<file path="src/design/fuzzy_green_time_controller_defines.svh">
// Assertion helpers used by the controller RTL.
// Every property samples on clk and is masked while arst_n is low.
`ifndef FUZZY_GREEN_TIME_CONTROLLER_DEFINES_SVH
`define FUZZY_GREEN_TIME_CONTROLLER_DEFINES_SVH

// Same-cycle implication
`define FGTC_ASSERT_NOW(lbl, ante, cons, msg) \
	lbl: assert property (@(posedge clk) disable iff (!arst_n) (ante) |-> (cons)) \
		else $error(msg);

// Next-cycle implication
`define FGTC_ASSERT_NEXT(lbl, ante, cons, msg) \
	lbl: assert property (@(posedge clk) disable iff (!arst_n) (ante) |=> (cons)) \
		else $error(msg);

`endif

</file>
<file path="src/design/fgtc_pkg.sv">
package fgtc_pkg;

	// Field widths
	localparam int CAR_W   = 6;
	localparam int SPD_W   = 6;
	localparam int CTR_W   = 8;
	localparam int Q_W     = 8;

	// Internal widths: grade 0..100, row sum 0..300, total 0..900
	localparam int GRADE_W = 7;
	localparam int ROW_W   = 9;
	localparam int SUM_W   = 10;
	localparam int PROD_W  = ROW_W + CTR_W;
	localparam int WSUM_W  = PROD_W + 1;

	// One divider cell per quotient bit
	localparam int DIV_CELLS = Q_W;

	// Membership breakpoints
	localparam logic [CAR_W-1:0] CAR_A = CAR_W'(7);
	localparam logic [CAR_W-1:0] CAR_B = CAR_W'(13);
	localparam logic [CAR_W-1:0] CAR_C = CAR_W'(17);
	localparam logic [CAR_W-1:0] CAR_D = CAR_W'(23);
	localparam logic [SPD_W-1:0] SPD_A = SPD_W'(15);
	localparam logic [SPD_W-1:0] SPD_B = SPD_W'(25);
	localparam logic [SPD_W-1:0] SPD_C = SPD_W'(35);
	localparam logic [SPD_W-1:0] SPD_D = SPD_W'(45);

	localparam logic [GRADE_W-1:0] GRADE_FULL  = GRADE_W'(100);
	localparam logic [GRADE_W-1:0] GRADE_SLOPE = GRADE_W'(10);

	// Register reset values
	localparam logic [CTR_W-1:0] LOW_CTR_RST  = CTR_W'(30);
	localparam logic [CTR_W-1:0] MID_CTR_RST  = CTR_W'(60);
	localparam logic [CTR_W-1:0] HIGH_CTR_RST = CTR_W'(90);

	// Configuration register indexes
	typedef enum logic [1:0] {
		REG_LOW_CTR  = 2'd0,
		REG_MID_CTR  = 2'd1,
		REG_HIGH_CTR = 2'd2
	} reg_idx_t;

	// Three grades: [0] low class, [1] middle, [2] top
	typedef logic [2:0][GRADE_W-1:0] grade_t;

	// Word handed from cell to cell through the divider chain
	typedef struct packed {
		logic             zero;  // divisor is zero, force result to 0
		logic [SUM_W-1:0] rem;   // partial remainder
		logic [Q_W-1:0]   lq;    // dividend bits out at top, quotient bits in at bottom
		logic [SUM_W-1:0] dvs;   // divisor (strength sum)
	} div_word_t;

	// Trapezoid fuzzification of one 6-bit input
	function automatic grade_t grade(input logic [5:0] v, input logic [5:0] a,
		input logic [5:0] b, input logic [5:0] c, input logic [5:0] d);
		grade_t g;
		logic [GRADE_W-1:0] ramp;
		g = '0;
		ramp = '0;
		priority if (v <= a) begin
			g[0] = GRADE_FULL;
		end else if (v <= b) begin
			ramp = GRADE_W'(v - a) * GRADE_SLOPE;
			g[1] = ramp;
			g[0] = GRADE_FULL - ramp;
		end else if (v <= c) begin
			g[1] = GRADE_FULL;
		end else if (v <= d) begin
			ramp = GRADE_W'(v - c) * GRADE_SLOPE;
			g[2] = ramp;
			g[1] = GRADE_FULL - ramp;
		end else begin
			g[2] = GRADE_FULL;
		end
		return g;
	endfunction

	function automatic logic [GRADE_W-1:0] gmin(input logic [GRADE_W-1:0] x,
		input logic [GRADE_W-1:0] y);
		return (x < y) ? x : y;
	endfunction

endpackage

</file>
<file path="src/design/fgtc_fuzz.sv">
module fgtc_fuzz import fgtc_pkg::*; (
	input  logic             clk,
	input  logic             arst_n,
	input  logic             en,
	input  logic             in_valid,
	input  logic [CAR_W-1:0] car_count,
	input  logic [SPD_W-1:0] mean_speed,
	input  logic [CTR_W-1:0] low_ctr,
	input  logic [CTR_W-1:0] mid_ctr,
	input  logic [CTR_W-1:0] high_ctr,
	output logic             out_valid,
	output div_word_t        out_word
);

	logic                  valid_s1, valid_s2, valid_s3, valid_s4;
	grade_t                cg_s1, sg_s1;
	logic [2:0][ROW_W-1:0] row_s2;
	logic [2:0][PROD_W-1:0] prod_s3;
	logic [SUM_W-1:0]      sum_s3;
	div_word_t             word_s4;
	logic [2:0][CTR_W-1:0] ctr;
	logic [WSUM_W-1:0]     wsum;

	assign ctr = {high_ctr, mid_ctr, low_ctr};

	// Advance stage valids
	always_ff @(posedge clk or negedge arst_n) begin
		if (!arst_n) begin
			valid_s1 <= 1'b0;
			valid_s2 <= 1'b0;
			valid_s3 <= 1'b0;
			valid_s4 <= 1'b0;
		end else if (en) begin
			valid_s1 <= in_valid;
			valid_s2 <= valid_s1;
			valid_s3 <= valid_s2;
			valid_s4 <= valid_s3;
		end
	end

	// Fuzzify both inputs
	always_ff @(posedge clk) begin
		if (en) begin
			cg_s1 <= grade(car_count, CAR_A, CAR_B, CAR_C, CAR_D);
			sg_s1 <= grade(mean_speed, SPD_A, SPD_B, SPD_C, SPD_D);
		end
	end

	// Sum the rule strengths of each car class
	always_ff @(posedge clk) begin
		if (en) begin
			for (int i = 0; i < 3; i++) begin
				row_s2[i] <= ROW_W'(gmin(cg_s1[i], sg_s1[0]))
					+ ROW_W'(gmin(cg_s1[i], sg_s1[1]))
					+ ROW_W'(gmin(cg_s1[i], sg_s1[2]));
			end
		end
	end

	// Weight each class by its centre
	always_ff @(posedge clk) begin
		if (en) begin
			for (int i = 0; i < 3; i++) begin
				prod_s3[i] <= PROD_W'(row_s2[i]) * PROD_W'(ctr[i]);
			end
			sum_s3 <= SUM_W'(row_s2[0]) + SUM_W'(row_s2[1]) + SUM_W'(row_s2[2]);
		end
	end

	assign wsum = WSUM_W'(prod_s3[0]) + WSUM_W'(prod_s3[1]) + WSUM_W'(prod_s3[2]);

	// Load the divider word: high dividend bits as initial remainder
	always_ff @(posedge clk) begin
		if (en) begin
			word_s4.zero <= (sum_s3 == '0);
			word_s4.rem  <= wsum[WSUM_W-1:Q_W];
			word_s4.lq   <= wsum[Q_W-1:0];
			word_s4.dvs  <= sum_s3;
		end
	end

	assign out_valid = valid_s4;
	assign out_word  = word_s4;

endmodule

</file>
<file path="src/design/fgtc_div_cell.sv">
module fgtc_div_cell import fgtc_pkg::*; (
	input  logic      clk,
	input  logic      arst_n,
	input  logic      en,
	input  logic      in_valid,
	input  div_word_t in_word,
	output logic      out_valid,
	output div_word_t out_word
);

	logic             valid_q;
	div_word_t        word_q;
	logic [SUM_W:0]   trial;
	logic             ge;
	logic [SUM_W-1:0] rem_n;

	// One restoring step: shift in the next dividend bit, try the subtract
	always_comb begin
		trial = {in_word.rem, in_word.lq[Q_W-1]};
		ge    = (trial >= {1'b0, in_word.dvs});
		rem_n = ge ? SUM_W'(trial - {1'b0, in_word.dvs}) : trial[SUM_W-1:0];
	end

	always_ff @(posedge clk or negedge arst_n) begin
		if (!arst_n) begin
			valid_q <= 1'b0;
		end else if (en) begin
			valid_q <= in_valid;
		end
	end

	always_ff @(posedge clk) begin
		if (en) begin
			word_q.zero <= in_word.zero;
			word_q.rem  <= rem_n;
			word_q.lq   <= {in_word.lq[Q_W-2:0], ge};
			word_q.dvs  <= in_word.dvs;
		end
	end

	assign out_valid = valid_q;
	assign out_word  = word_q;

endmodule

</file>
<file path="src/design/fuzzy_green_time_controller.sv">
// Pipeline from an accepted input word to its result word: 4 fuzzify/rule stages,
// then one divider cell per quotient bit, 8 cells.
// Throughput: one word per cycle; a stalled output freezes the whole chain.
// Reset: arst_n clears all stage valids and loads the class centres 30/60/90.
`include "fuzzy_green_time_controller_defines.svh"

module fuzzy_green_time_controller import fgtc_pkg::*; (
	input  logic         clk,
	input  logic         arst_n,
	// Input words
	input  logic         s_axis_tvalid,
	output logic         s_axis_tready,
	input  logic [15:0]  s_axis_tdata,   // [5:0] car_count, [11:6] mean_speed, [15:12] zero
	// Result words
	output logic         m_axis_tvalid,
	input  logic         m_axis_tready,
	output logic [7:0]   m_axis_tdata,   // [7:0] green_seconds
	// Register writes
	input  logic         cfg_valid,
	output logic         cfg_ready,
	input  logic [1:0]   cfg_index,
	input  logic [7:0]   cfg_data
);

	logic             en;
	logic [CTR_W-1:0] low_ctr_q, mid_ctr_q, high_ctr_q;
	logic             fz_valid;
	div_word_t        fz_word;
	logic             cell_valid [DIV_CELLS+1];
	div_word_t        cell_word  [DIV_CELLS+1];
	logic [DIV_CELLS-1:0] cell_valid_vec;

	// Advance everything unless a finished word is held back
	assign en            = !m_axis_tvalid || m_axis_tready;
	assign s_axis_tready = en;
	assign cfg_ready     = 1'b1;

	// Class centre registers
	always_ff @(posedge clk or negedge arst_n) begin
		if (!arst_n) begin
			low_ctr_q  <= LOW_CTR_RST;
			mid_ctr_q  <= MID_CTR_RST;
			high_ctr_q <= HIGH_CTR_RST;
		end else if (cfg_valid) begin
			unique case (cfg_index)
				REG_LOW_CTR:  low_ctr_q  <= cfg_data;
				REG_MID_CTR:  mid_ctr_q  <= cfg_data;
				REG_HIGH_CTR: high_ctr_q <= cfg_data;
				default: ;
			endcase
		end
	end

	fgtc_fuzz u_fuzz (
		.clk        (clk),
		.arst_n     (arst_n),
		.en         (en),
		.in_valid   (s_axis_tvalid),
		.car_count  (s_axis_tdata[5:0]),
		.mean_speed (s_axis_tdata[11:6]),
		.low_ctr    (low_ctr_q),
		.mid_ctr    (mid_ctr_q),
		.high_ctr   (high_ctr_q),
		.out_valid  (fz_valid),
		.out_word   (fz_word)
	);

	assign cell_valid[0] = fz_valid;
	assign cell_word[0]  = fz_word;

	// Divider chain, one quotient bit per cell
	for (genvar k = 0; k < DIV_CELLS; k++) begin : g_cell
		fgtc_div_cell u_cell (
			.clk       (clk),
			.arst_n    (arst_n),
			.en        (en),
			.in_valid  (cell_valid[k]),
			.in_word   (cell_word[k]),
			.out_valid (cell_valid[k+1]),
			.out_word  (cell_word[k+1])
		);
		assign cell_valid_vec[k] = cell_valid[k+1];
	end

	// Last cell is the output register; drop the quotient on a zero divisor
	assign m_axis_tvalid = cell_valid[DIV_CELLS];
	assign m_axis_tdata  = cell_word[DIV_CELLS].zero ? '0 : cell_word[DIV_CELLS].lq;

	// Strength sum is never zero with these breakpoints
	`FGTC_ASSERT_NOW(a_sum_nonzero, fz_valid, !fz_word.zero, "zero strength sum")
	// Final remainder stays below the divisor
	`FGTC_ASSERT_NOW(a_rem_bound, m_axis_tvalid && !cell_word[DIV_CELLS].zero,
		cell_word[DIV_CELLS].rem < cell_word[DIV_CELLS].dvs, "remainder not below divisor")
	// A stall freezes the divider chain
	`FGTC_ASSERT_NEXT(a_stall_hold, !en, $stable(cell_valid_vec), "chain moved during stall")

endmodule

</file>
<file path="config.mk">
export PLATFORM = sky130hd
export DESIGN_NAME = fuzzy_green_time_controller
export DESIGN_NICKNAME = d
export VERILOG_FILES = /design/src/design/fgtc_pkg.sv /design/src/design/fgtc_fuzz.sv /design/src/design/fgtc_div_cell.sv /design/src/design/fuzzy_green_time_controller.sv
export VERILOG_INCLUDE_DIRS = /design/src /design/src/design
export SDC_FILE = /design/constraint.sdc
export NUM_CORES = 1
export LEC_CHECK = 0
export BUFFER_PORTS_ARGS = -buffer_cell sky130_fd_sc_hd__clkbuf_2
export CORE_MARGIN = 1.5
export CORE_UTILIZATION = 55
export DETAILED_ROUTE_END_ITERATION = 6
export GPL_TIMING_DRIVEN = 0
export PLACE_DENSITY = 0.81
export SLEW_MARGIN = 20
export SYNTH_ARGS = -nofsm -noshare
export SYNTH_HDL_FRONTEND = slang
export SYNTH_SLANG_ARGS = --single-unit
</file>
<file path="constraint.sdc">
create_clock -name clk -period 13.3 [get_ports clk]
set_clock_uncertainty 0.1 [all_clocks]
set_input_delay 1.995 -clock clk [delete_from_list [all_inputs] [get_ports clk]]
set_output_delay 1.995 -clock clk [all_outputs]
set_load 0.02 [all_outputs]
</file>
==> impl_metrics.toml <==
[detailed_routing]
ant_nets = 0
drc_errors = 0
dr_wl_met3_um = 2550
wl_met1_um = 23300
dr_total_vias = 18200
drtIter0Drc = 1108
dr.max_layer_used = "met5"
dr.pass1.iters = 5
dr_wl_met2_um = 28300
wl_per_cell_um = 17.4
vias_per_cell = 5.65
drt_wl_total_um = 56200

[clock_network]
tritoncts = "built"
htree_levels = 2
cts-resized-gates = 0
insertion_delay_ps = 580
cts_setup_buffers = 0
clkTransAtPathRegs_ps = 60
clockBufferDepth = 3
cts-root-buf = "clkbuf_16"
cts_made_buffers = 43
clock_sinks = 378
hold_buffers = 0

[placed_design]
place_area_um2 = 28900
placedCellCount = 3155
place_congestion = 0.895
dp_slack_ps = 7090
hpwl_um = 43300
portBuffers = 30

[logic_synthesis]
synth_edf_count = 342
synthCells = 2450
synthTopCellsByCount = "353 x inv_1, 342 x edfxtp_1, 314 x ha_1, 159 x and2_1, 144 x fa_1"
mappedNetlistArea_um2 = 27800
ys_ff_latch = 378
yosysWarningCount = 0
ys_seq_area_frac = 0.402
synth_top_area_frac = 0.369
synth.distinct_cells = 73
synth_area_leaders = "edfxtp_1 37%, ha_1 14%, fa_1 10%, inv_1 4.8%, mux2_2 4.5%"
synth.most_common_cell = "inv_1"
syn-num-nets = 2939
synth.largest_area_cell = "edfxtp_1"
async_flop_share = 0.0952
synth.avg_cell_area_um2 = 11.4
synthFlopType = "edfxtp_1"

[floorplan]
die_height_um = 228
start_util = 0.555
rows = 82
ios = 42
dieWidth_um = 228
core-area_um2 = 50100
die_area_um2 = 51900

[setup_path]
reg2reg_slack_ps = 8080
start_kind = "input port"
r2r_start = "u_fuzz.row_s2[11]$_DFFE_PP_"
cp_max_fo = 110
worstReg2RegEnd = "u_fuzz.prod_s3[32]$_DFFE_PP_"
worst-endpoint-required_ps = 11200
endpoint_kind = "output port"
reg2reg_depth = 14
worstSetupPathType = "input port to output port"
crit_arrival_ps = 4070

[global_routing]
grt_pass1_wl_um = 93100
antenna_found_initial = 3
grt.total_usage = 0.220
grt_max_degree = 111
grt_overflow = 0
grt_pass1_vias = 18900

[finish]
fin_area_um2 = 30300
area_growth_pct = 8.83
nets = 3017
drive_gt1_frac = 0.103
finalNonFillerCells = 3231

[job]
cap_violations = 0

[min_path]
worstHoldEndpoint = "g_cell[4].u_cell.out_word[13]$_DFFE_PP_"
min-delay-start = "g_cell[3].u_cell.out_word[12]$_DFFE_PP_"
holdCritPathClass = "register to register"
min_delay_path_depth = 0

[sta]
worst_slack_ps = 7130
slew_headroom = 0.318
finalCriticalPeriod_ps = 6170
final-setup-viol-count = 0
timing.fmax_mhz = 162
period_share = 0.464
drv_slew = 0
hold_violations = 0
worstMarginPinSlew_ps = 1020
setup_tns_ps = 0
rsz0062_at_grt = "false"

[status]
status = "finished, final reports clean"
[layout by cell type (no fill, tap or decap), types with 41 or more instances in the layout]
| cell type | count |
|---|---|
| a21oi_1 | 123 |
| inv_1 | 353 |
| mux2_2 | 110 |
| o21ai_0 | 80 |
| fa_1 | 144 |
| nand2b_1 | 41 |
| clkbuf_16 | 43 |
| and2_1 | 159 |
| edfxtp_1 | 342 |
| ha_1 | 314 |
| nor2_1 | 86 |
| xor2_1 | 46 |
| xnor2_1 | 96 |
| a21o_1 | 48 |
| nand2_1 | 110 |
[state kept, by name, indices dropped and copies added (netlist names), 8 cells and up]
signal and flops:
u_fuzz.sg_s1 18, high_ctr_q 8, low_ctr_q 8, u_fuzz.out_word 27, u_fuzz.sum_s3 9, u_fuzz.prod_s3 48
g_cell.u_cell.out_valid 8, mid_ctr_q 8, g_cell.u_cell.out_word 198, u_fuzz.cg_s1 18, u_fuzz.row_s2 24
[worst max-delay path: stages]
cell and delay (ps):
clkbuf_2 70, nand2b_1 220, buf_8 530, buf_16 480
buf_16 390, clkbuf_2 250
[routing by layer]
metal  vias up  global-route usage
met5         -                   0
met1      8953               0.269
met3       130              0.0325
li1       8705                   -
met2       448               0.391
met4         4              0.0880
[cells by family after synthesis]
group,synth area share
buffers and inverters,0.0533
xor gates and xnor gates,0.0447
AOI/OAI and AO/OA,0.0942
DFF,0.402
muxes,0.0551
adders and majority gates,0.245
and+or+nand+nor,0.105
other,0.000135
[stage by stage]
| stage | hold WS [ps] | util |
|---|---|---|
| 6_report | 316 | 0.604 |
| 5_1_grt | 322 | 0.604 |
| 4_1_cts | 306 | 0.604 |
| 3_5_place_dp | 305 | 0.577 |
| 3_3_place_gp | 301 | 0.575 |
| 2_1_floorplan | 300 | - |
[area by class of cell]
| cell class | instances | area [µm²] |
|---|---|---|
| Fill cell | 3967 | 19800 |
| Multi-Input combinational cell | 1690 | 15100 |
| Sequential cell | 378 | 11200 |
| Inverter | 353 | 1330 |
| Clock buffer | 53 | 1110 |
| Tap cell | 672 | 841 |
| Clock inverter | 22 | 254 |
| Timing Repair Buffer | 33 | 233 |
| Buffer | 29 | 169 |
| Antenna cell | 1 | 2.50 |
[worst max-delay path by stage]
stage	depth (start not counted)	from	end	slack, ps
global placement	4	m_axis_tready	s_axis_tready	-3560
finish	6	m_axis_tready	s_axis_tready	7130
floorplan	2	m_axis_tready	s_axis_tready	460
detailed placement	6	m_axis_tready	s_axis_tready	7090
CTS	6	m_axis_tready	s_axis_tready	7090
global route	6	m_axis_tready	s_axis_tready	6970
Power is left out: the tool's default activity adds up to more than one toggle a clock period on the data nets, which glitch-free logic cannot reach.
